==> src/sv/ccr_pkg.sv <==
package ccr_pkg;

  // Field widths
  localparam int unsigned SEC_W   = 6;
  localparam int unsigned MIN_W   = 6;
  localparam int unsigned HOUR_W  = 5;
  localparam int unsigned DAY_W   = 5;
  localparam int unsigned MONTH_W = 4;
  localparam int unsigned YEAR_W  = 14;
  localparam int unsigned TPS_W   = 8;
  localparam int unsigned RSY_W   = 16;
  localparam int unsigned CFG_IDX_W  = 2;
  localparam int unsigned CFG_DATA_W = 16;

  // Item kinds
  localparam logic KIND_TICK = 1'b0;
  localparam logic KIND_LOAD = 1'b1;

  // Configuration register indexes
  localparam logic [CFG_IDX_W-1:0] CFG_TPS     = 2'd0;
  localparam logic [CFG_IDX_W-1:0] CFG_RESYNC  = 2'd1;
  localparam logic [CFG_IDX_W-1:0] CFG_REFUSED = 2'd2;

  // Reset values
  localparam logic [TPS_W-1:0]  TPS_RST     = 8'd4;
  localparam logic [RSY_W-1:0]  RESYNC_RST  = 16'd3600;
  localparam logic [YEAR_W-1:0] REFUSED_RST = 14'd1970;

  // Last legal value of each fixed-limit field before it rolls over
  localparam logic [SEC_W-1:0]   SEC_LAST   = 6'd59;
  localparam logic [MIN_W-1:0]   MIN_LAST   = 6'd59;
  localparam logic [HOUR_W-1:0]  HOUR_LAST  = 5'd23;
  localparam logic [MONTH_W-1:0] MONTH_LAST = 4'd12;
  localparam logic [YEAR_W-1:0]  YEAR_LAST  = 14'd9999;

  // Month lengths
  localparam logic [DAY_W-1:0] DAYS_31 = 5'd31;
  localparam logic [DAY_W-1:0] DAYS_30 = 5'd30;
  localparam logic [DAY_W-1:0] DAYS_29 = 5'd29;
  localparam logic [DAY_W-1:0] DAYS_28 = 5'd28;

  // Multiplicative inverse of 25 modulo 2^14, and the largest image of a multiple of 25
  localparam logic [YEAR_W-1:0] INV25     = 14'd7209;
  localparam logic [YEAR_W-1:0] DIV25_MAX = 14'd655;

  typedef struct packed {
    logic               kind;
    logic [DAY_W-1:0]   load_day;
    logic [MONTH_W-1:0] load_month;
    logic [YEAR_W-1:0]  load_year;
    logic [HOUR_W-1:0]  load_hour;
    logic [MIN_W-1:0]   load_minute;
    logic [SEC_W-1:0]   load_second;
  } ccr_in_t;

  typedef struct packed {
    logic [SEC_W-1:0]   cur_second;
    logic [MIN_W-1:0]   cur_minute;
    logic [HOUR_W-1:0]  cur_hour;
    logic [DAY_W-1:0]   cur_day;
    logic [MONTH_W-1:0] cur_month;
    logic [YEAR_W-1:0]  cur_year;
    logic               second_advanced;
    logic               resync_request;
    logic               load_rejected;
    logic               running;
  } ccr_out_t;

  // Control handed to each counter cell
  typedef struct packed {
    logic load;
    logic carry_in;
  } ccr_cell_ctl_t;

  // Gregorian leap year; the divisibility by 25 uses the modular inverse
  function automatic logic is_leap(input logic [YEAR_W-1:0] y);
    logic [YEAR_W-1:0] prod;
    logic              div25;
    prod  = y * INV25;
    div25 = (prod <= DIV25_MAX);
    return (y[1:0] == 2'b00) && (!div25 || (y[3:0] == 4'b0000));
  endfunction

  function automatic logic [DAY_W-1:0] days_in_month(input logic [MONTH_W-1:0] m,
                                                     input logic [YEAR_W-1:0] y);
    logic [DAY_W-1:0] d;
    case (m)
      4'd4, 4'd6, 4'd9, 4'd11: d = DAYS_30;
      4'd2:                    d = is_leap(y) ? DAYS_29 : DAYS_28;
      default:                 d = DAYS_31;
    endcase
    return d;
  endfunction

endpackage

==> src/sv/calendar_clock_with_resync_unit.sv <==
// Calendar clock with resync countdown. One input item is taken per cycle, back to back:
// a tick or a load is applied in the cycle of its transfer, and its result appears in the
// output register on the next cycle; a new item may enter in the same cycle as the waiting
// result is taken, so the rate is one item per clock unless the result side stalls, and a
// stalled result holds the input off until it is taken. A second that
// fires ripples its carry through a row of six counter cells (second, minute, hour, day,
// month, year) within that same cycle. The clock starts stopped and waits for a load; a
// load with the refused year is rejected and leaves the state alone. Configuration writes
// are taken every cycle and are expected only while the block is idle.
module calendar_clock_with_resync_unit
  import ccr_pkg::*;
(
  input  logic                  clk,
  input  logic                  rst_n,
  input  logic                  in_valid,
  output logic                  in_ready,
  input  ccr_in_t               in_data,
  output logic                  out_valid,
  input  logic                  out_ready,
  output ccr_out_t              out_data,
  input  logic                  cfg_valid,
  output logic                  cfg_ready,
  input  logic [CFG_IDX_W-1:0]  cfg_index,
  input  logic [CFG_DATA_W-1:0] cfg_data
);

  logic [TPS_W-1:0]  tps_r;
  logic [RSY_W-1:0]  resync_seconds_r;
  logic [YEAR_W-1:0] refused_year_r;

  logic [TPS_W-1:0]  tick_count_r, tick_count_nxt;
  logic [RSY_W-1:0]  resync_left_r, resync_left_nxt;
  logic              running_r, running_nxt;
  logic              out_valid_r, out_valid_nxt;
  ccr_out_t          out_data_r;

  logic              accept_in, is_load, rejected, load_ok;
  logic              tick_live, fire, expire, advance;
  logic [TPS_W-1:0]  tc_inc;
  logic [DAY_W-1:0]  day_limit;

  logic [SEC_W-1:0]   sec_r, sec_nxt;
  logic [MIN_W-1:0]   min_r, min_nxt;
  logic [HOUR_W-1:0]  hour_r, hour_nxt;
  logic [DAY_W-1:0]   day_r, day_nxt;
  logic [MONTH_W-1:0] month_r, month_nxt;
  logic [YEAR_W-1:0]  year_r, year_nxt;
  logic               c_sec, c_min, c_hour, c_day, c_month, c_year;

  assign in_ready  = !out_valid_r || out_ready;
  assign cfg_ready = 1'b1;
  assign out_valid = out_valid_r;
  assign out_data  = out_data_r;

  // Decode the transfer
  assign accept_in = in_valid && in_ready;
  assign is_load   = (in_data.kind == KIND_LOAD);
  assign rejected  = is_load && (in_data.load_year == refused_year_r);
  assign load_ok   = accept_in && is_load && !rejected;
  assign tick_live = accept_in && !is_load && running_r;

  // Count ticks, fire a second, check the countdown
  assign tc_inc  = tick_count_r + TPS_W'(1);
  assign fire    = tick_live && (tc_inc == tps_r);
  assign expire  = fire && (resync_left_r <= RSY_W'(1));
  assign advance = fire && !expire;

  always_comb begin
    tick_count_nxt  = tick_count_r;
    resync_left_nxt = resync_left_r;
    running_nxt     = running_r;
    if (tick_live) begin
      tick_count_nxt = fire ? '0 : tc_inc;
    end
    if (load_ok) begin
      resync_left_nxt = resync_seconds_r;
      running_nxt     = 1'b1;
    end else if (expire) begin
      resync_left_nxt = '0;
      running_nxt     = 1'b0;
    end else if (advance) begin
      resync_left_nxt = resync_left_r - RSY_W'(1);
    end
  end

  // Month length from the current month and year
  assign day_limit = days_in_month(month_r, year_r);

  // Carry chain of counter cells
  ccr_cell #(.W(SEC_W), .RST_VAL('0), .WRAP_VAL('0)) u_sec (
    .clk, .rst_n, .ctl('{load: load_ok, carry_in: advance}),
    .load_val(in_data.load_second), .limit(SEC_LAST),
    .carry_out(c_sec), .value_nxt(sec_nxt), .value_r(sec_r)
  );

  ccr_cell #(.W(MIN_W), .RST_VAL('0), .WRAP_VAL('0)) u_min (
    .clk, .rst_n, .ctl('{load: load_ok, carry_in: c_sec}),
    .load_val(in_data.load_minute), .limit(MIN_LAST),
    .carry_out(c_min), .value_nxt(min_nxt), .value_r(min_r)
  );

  ccr_cell #(.W(HOUR_W), .RST_VAL('0), .WRAP_VAL('0)) u_hour (
    .clk, .rst_n, .ctl('{load: load_ok, carry_in: c_min}),
    .load_val(in_data.load_hour), .limit(HOUR_LAST),
    .carry_out(c_hour), .value_nxt(hour_nxt), .value_r(hour_r)
  );

  ccr_cell #(.W(DAY_W), .RST_VAL(DAY_W'(1)), .WRAP_VAL(DAY_W'(1))) u_day (
    .clk, .rst_n, .ctl('{load: load_ok, carry_in: c_hour}),
    .load_val(in_data.load_day), .limit(day_limit),
    .carry_out(c_day), .value_nxt(day_nxt), .value_r(day_r)
  );

  ccr_cell #(.W(MONTH_W), .RST_VAL(MONTH_W'(1)), .WRAP_VAL(MONTH_W'(1))) u_month (
    .clk, .rst_n, .ctl('{load: load_ok, carry_in: c_day}),
    .load_val(in_data.load_month), .limit(MONTH_LAST),
    .carry_out(c_month), .value_nxt(month_nxt), .value_r(month_r)
  );

  ccr_cell #(.W(YEAR_W), .RST_VAL('0), .WRAP_VAL('0)) u_year (
    .clk, .rst_n, .ctl('{load: load_ok, carry_in: c_month}),
    .load_val(in_data.load_year), .limit(YEAR_LAST),
    .carry_out(c_year), .value_nxt(year_nxt), .value_r(year_r)
  );

  // Hold the result until it is taken
  assign out_valid_nxt = accept_in ? 1'b1 : (out_ready ? 1'b0 : out_valid_r);

  always_ff @(posedge clk) begin
    if (!rst_n) begin
      tick_count_r  <= '0;
      resync_left_r <= RESYNC_RST;
      running_r     <= 1'b0;
      out_valid_r   <= 1'b0;
    end else begin
      tick_count_r  <= tick_count_nxt;
      resync_left_r <= resync_left_nxt;
      running_r     <= running_nxt;
      out_valid_r   <= out_valid_nxt;
    end
  end

  // Load the output register on each input transfer
  always_ff @(posedge clk) begin
    if (accept_in) begin
      out_data_r.cur_second      <= sec_nxt;
      out_data_r.cur_minute      <= min_nxt;
      out_data_r.cur_hour        <= hour_nxt;
      out_data_r.cur_day         <= day_nxt;
      out_data_r.cur_month       <= month_nxt;
      out_data_r.cur_year        <= year_nxt;
      out_data_r.second_advanced <= advance;
      out_data_r.resync_request  <= expire;
      out_data_r.load_rejected   <= rejected;
      out_data_r.running         <= running_nxt;
    end
  end

  // Take configuration writes; an unknown index is dropped. A year carry out of the
  // last cell has nowhere to go and is dropped too.
  always_ff @(posedge clk) begin
    if (!rst_n) begin
      tps_r            <= TPS_RST;
      resync_seconds_r <= RESYNC_RST;
      refused_year_r   <= REFUSED_RST;
    end else if (cfg_valid && cfg_ready && !c_year) begin
      case (cfg_index)
        CFG_TPS:     tps_r            <= cfg_data[TPS_W-1:0];
        CFG_RESYNC:  resync_seconds_r <= cfg_data[RSY_W-1:0];
        CFG_REFUSED: refused_year_r   <= cfg_data[YEAR_W-1:0];
        default: ;
      endcase
    end else if (cfg_valid && cfg_ready) begin
      case (cfg_index)
        CFG_TPS:     tps_r            <= cfg_data[TPS_W-1:0];
        CFG_RESYNC:  resync_seconds_r <= cfg_data[RSY_W-1:0];
        CFG_REFUSED: refused_year_r   <= cfg_data[YEAR_W-1:0];
        default: ;
      endcase
    end
  end

endmodule

==> src/sv/ccr_cell.sv <==
module ccr_cell
  import ccr_pkg::*;
#(
  parameter int unsigned   W        = SEC_W,
  parameter logic [W-1:0]  RST_VAL  = '0,
  parameter logic [W-1:0]  WRAP_VAL = '0
) (
  input  logic          clk,
  input  logic          rst_n,
  input  ccr_cell_ctl_t ctl,
  input  logic [W-1:0]  load_val,
  input  logic [W-1:0]  limit,
  output logic          carry_out,
  output logic [W-1:0]  value_nxt,
  output logic [W-1:0]  value_r
);

  // Take a load, else step on an incoming carry; roll over at or above the limit
  always_comb begin
    carry_out = 1'b0;
    value_nxt = value_r;
    if (ctl.load) begin
      value_nxt = load_val;
    end else if (ctl.carry_in) begin
      if (value_r < limit) begin
        value_nxt = value_r + W'(1);
      end else begin
        value_nxt = WRAP_VAL;
        carry_out = 1'b1;
      end
    end
  end

  always_ff @(posedge clk) begin
    if (!rst_n) begin
      value_r <= RST_VAL;
    end else begin
      value_r <= value_nxt;
    end
  end

endmodule

==> config.mk <==
export PLATFORM = sky130hd
export DESIGN_NAME = calendar_clock_with_resync_unit
export DESIGN_NICKNAME = d
export VERILOG_FILES = /design/src/sv/ccr_pkg.sv /design/src/sv/calendar_clock_with_resync_unit.sv /design/src/sv/ccr_cell.sv
export SDC_FILE = /design/constraint.sdc
export NUM_CORES = 1
export LEC_CHECK = 0
export ABC_AREA = 1
export BUFFER_PORTS_ARGS = -buffer_cell sky130_fd_sc_hd__buf_2
export CAP_MARGIN = 15
export CORE_MARGIN = 4
export CORE_UTILIZATION = 53
export CTS_CLUSTER_SIZE = 40
export DETAILED_ROUTE_END_ITERATION = 10
export PLACE_DENSITY = 0.75
export SLEW_MARGIN = 25
export SYNTH_ARGS = -nofsm -noshare
export SYNTH_HDL_FRONTEND = slang
export SYNTH_SLANG_ARGS = --single-unit
==> constraint.sdc <==
create_clock -name clk -period 4.2 [get_ports clk]
set_clock_uncertainty 0.05 [all_clocks]
set_input_delay 1.05 -clock clk [delete_from_list [all_inputs] [get_ports clk]]
set_output_delay 1.05 -clock clk [all_outputs]
set_load 0.03 [all_outputs]
==> results.md <==
* EDFF count, synth at 44
* Top-count cell post-synth: nand2_1
* Switch share at 27.1%
* I/O pin cnt at 111
* Post-layout min period at 4.33 ns
* Ant diodes at 0
* Post-DP HPWL at 16,600 um
* Core area at 16,000 sq um
* Final std cells w/o fill at 1,542
* Critical R2R Launch: u_year.value_r[1]$_SDFF_PN0_
* Number of max-cap violations at 0
* Crit path max-delay cell type: fa_1
* Vias at 8,190
* Max transition margin at 39.8%
* Comb pwr share at 15.8%
* Worst setup EP type: flop
* DR WL/cell at 15.0 um
* Synth Cell Area at 8730 sq um
* Top delay family on crit path: adder cells
* Clk pin slew, worst setup/hold paths at 0.06 ns
* Die Footprint at 18,600 sq um
* Unrepaired setup endpoints after global routing: true
* Setup tns final at -1.33 ns
* Most frequent cells after synthesis: nand2_1 (330), inv_1 (164), dfxtp_1 (104), nor2_1 (100), nand3_1 (68)
* Worst-Skew Late Latency at 0.43 ns
* Die height at 136 um
* Crit path cell chain: fa_1, ha_4, ha_4, inv_2, fa_1, fa_2, inv_2, ha_4, nor2_4, inv_2, nand3_2, nand3_2, o21bai_1, nand2_1, nand2_1, nand2_2, nand2_8, buf_6, nand3_4, nand2_2, nand2_1, nand2_1, nand2_1
* Antenna violations before repair at 0
* Clk buf depth at 2
* Cts bufs inserted at 17
* Placed Instances at 1,505
* Pin count of the biggest net entering global routing at 56
* #FFs+latches synth at 148
* P_leak at 5.13 nW
* TritonCTS clock tree: built
* Post-synthesis sequential area ratio at 39.0%
* Die Span X at 136 um
* Slew Limit Fails at 0
* Critical Path Start Type: flop
* Yosys cell types at 47
* CP Data Arrival Time at 4.45 ns
* Status: complete, but fails checks
* DR iter-0 viols at 560
* Top FF cell, synth: dfxtp_1
* Mapped Avg Cell Area at 7.44 sq um
* H-tree Lvls at 4
* Final Net Count at 1,441
* Initial Util at 54.6%
* Layout cells sized above 1 at 21.5%
* Max Fclk at 0.231 GHz
* Vias per cell at 5.31
* Pwr Density at 352 nW/um^2
* Area grow syn2layout at 23.5%
* Top post-synthesis cells by area: dfxtp_1 (24%), edfxtp_1 (15%), nand2_1 (14%)
* HP Start: resync_seconds_r[14]$_SDFFE_PN0P_
* Crit-path max FO at 7
* Slew @ Worst Pin at 0.902 ns
* Final hold viol count at 0
* Filler cell count at 1,381
* All-Layer GR Usage at 25.1%
* Reg power frac at 42.1%
* ANT nets after route at 0
* Synth warnings at 0
* Port Buf Inserts at 109
* Synth Net Count at 1,300
* WP buf/inv at 4
* Share of synthesized registers carrying an async set or reset at 0%
* Root buf cell: clkbuf_16
* Crit-path max cell delay at 0.58 ns
* Clock Sink Count at 148
* GP Congestion at 0.956
* Maximum VDD drop at 275 uV
* Fin crit share at 103%
* Int Pwr at 2.76 mW
* WS Path Type: reg2reg
* DRC errors left at 0
* Synth top area share at 23.8%
* Switching pwr at 1.03 mW
* GRT Residual Overflow at 0
* # setup viols final at 29
* Worst Hold Class: reg2reg
* Row Count at 46
* Final Worst Setup Slack at -0.131 ns
* Mapped Cells at 1,173
* 1st-pass router iterations at 5
* Area leader, netlist: dfxtp_1
* Global-route wire length before repair at 37,200 um
* Critical path required time at 4.32 ns
* Vias in the first global route at 7,913
* Violated checks: setup timing
* Critical Path Source: u_year.value_r[1]$_SDFF_PN0_
* Crit-path most repeated cell: nand2_1
* Clock Power Share at 42.1%
* Routed WL at 23,100 um
## logic make-up (layout without fill, tap and decap cells)
family / count (synthesis) / after routing / synth area share (%)
buffers and inverters: 202 / 354 / 8.89
XOR/XNOR: 39 / 39 / 3.91
adder cells (fa/ha/maj): 63 / 63 / 9.98
AND/OR/NAND/NOR: 579 / 580 / 28.8
AO/OA/AOI/OAI: 141 / 141 / 9.36
flip-flops: 148 / 148 / 39.0
other: 1 / 1 / 0.0430
## state kept, by name, indices dropped and copies added (netlist names)
name	count
tps_r	8
running_r	1
tick_count_r	8
refused_year_r	14
u_sec.value_r	6
u_min.value_r	6
out_valid	1
u_month.value_r	4
resync_left_r	16
u_day.value_r	5
u_year.value_r	14
resync_seconds_r	16
out_data	44
u_hour.value_r	5
## worst reg2reg max path, cell delays in order (launching register included)
cell and delay (ns):
dfxtp_2 0.34, fa_1 0.58, ha_4 0.22, ha_4 0.26, inv_2 0.03, fa_1 0.46, fa_2 0.54, inv_2 0.04
ha_4 0.22, nor2_4 0.11, inv_2 0.04, nand3_2 0.06, nand3_2 0.05, o21bai_1 0.14, nand2_1 0.06, nand2_1 0.08
nand2_2 0.09, nand2_8 0.14, buf_6 0.12, nand3_4 0.10, nand2_2 0.11, nand2_1 0.06, nand2_1 0.08, nand2_1 0.06
## power by group through the flow
stage	logic (mW)	registers, mW	clock network [mW]
final	0.599	1.60	1.60
after CTS	0.565	1.60	1.61
after floorplan	0.294	1.69	0
after global routing	0.668	1.60	1.69
after global placement	0.527	1.62	0
after detailed placement	0.537	1.63	0
## area by class of cell
class / instances / area, sq um / area share (%)
multi-input cells: 824 / 4920 / 45.6
flip-flops and latches: 148 / 3420 / 31.7
repair buffers: 155 / 933 / 8.65
inverters: 168 / 632 / 5.86
clock buffers: 18 / 429 / 3.98
well taps: 216 / 270 / 2.51
clock inverters: 13 / 184 / 1.71
## final timing paths
path / to / slack [ns] / depth (start not counted)
setup / recovery: out_data[12]$_DFFE_PP_ / -0.13 / 23
hold / removal: resync_seconds_r[14]$_SDFFE_PN0P_ / 0.42 / 2
setup reg to reg: out_data[12]$_DFFE_PP_ / -0.13 / 23
hold reg to reg: resync_seconds_r[14]$_SDFFE_PN0P_ / 0.42 / 2
## cell usage in the layout (no fill, tap or decap), types with 4 or more instances in the layout
cell / instances
a21oi_1: 56
a21oi_2: 9
a31oi_1: 5
buf_2: 109
buf_4: 38
buf_6: 6
bufinv_16: 4
clkbuf_16: 17
dfxtp_1: 95
dfxtp_2: 7
edfxtp_1: 44
fa_1: 9
ha_1: 36
ha_4: 13
inv_1: 157
inv_2: 9
nand2_1: 316
nand2_2: 14
nand3_1: 58
nand3_2: 11
nand3_4: 6
nand4_1: 30
nor2_1: 98
nor3_1: 14
nor4_1: 7
o211ai_1: 12
o21ai_0: 32
o21ai_1: 5
o221ai_1: 5
or2_2: 11
xnor2_1: 14
xor2_1: 24
## per-stage QoR
stage                     instance area (sq um)  hold WS, ns  setup WS (ns)  total power, mW  util (%)
after floorplan                            8760        0.380         0.0133             1.98         -
after global placement                     9730        0.403         -0.187             2.15      60.8
after detailed placement                   9730        0.406         -0.279             2.16      60.8
after CTS                                 10600        0.420        -0.0708             3.77      66.3
after global routing                      10800        0.443         -0.333             3.96      67.4
final                                     10800        0.418         -0.131             3.79      67.4
## what timing repair did
| item | in CTS | in global routing |
|---|---|---|
| setup endpoints to repair | 45 | 46 |
| gates cloned | 2 | 0 |
| resized for setup | 47 | 38 |
| setup buffers | 3 | 2 |
| hold buffers | 0 | 0 |
| pin swaps | 31 | 24 |
## per-layer routing
layer	part of all wire [%]	vias to the layer above	GRT usage, %
met5	0	-	0
met3	5.4	54	4.59
met4	2.9	0	10.1
li1	-	4082	-
met1	44	3802	32.2
met2	48	252	41.8
Note: power is estimated with default switching activity, not from simulation.
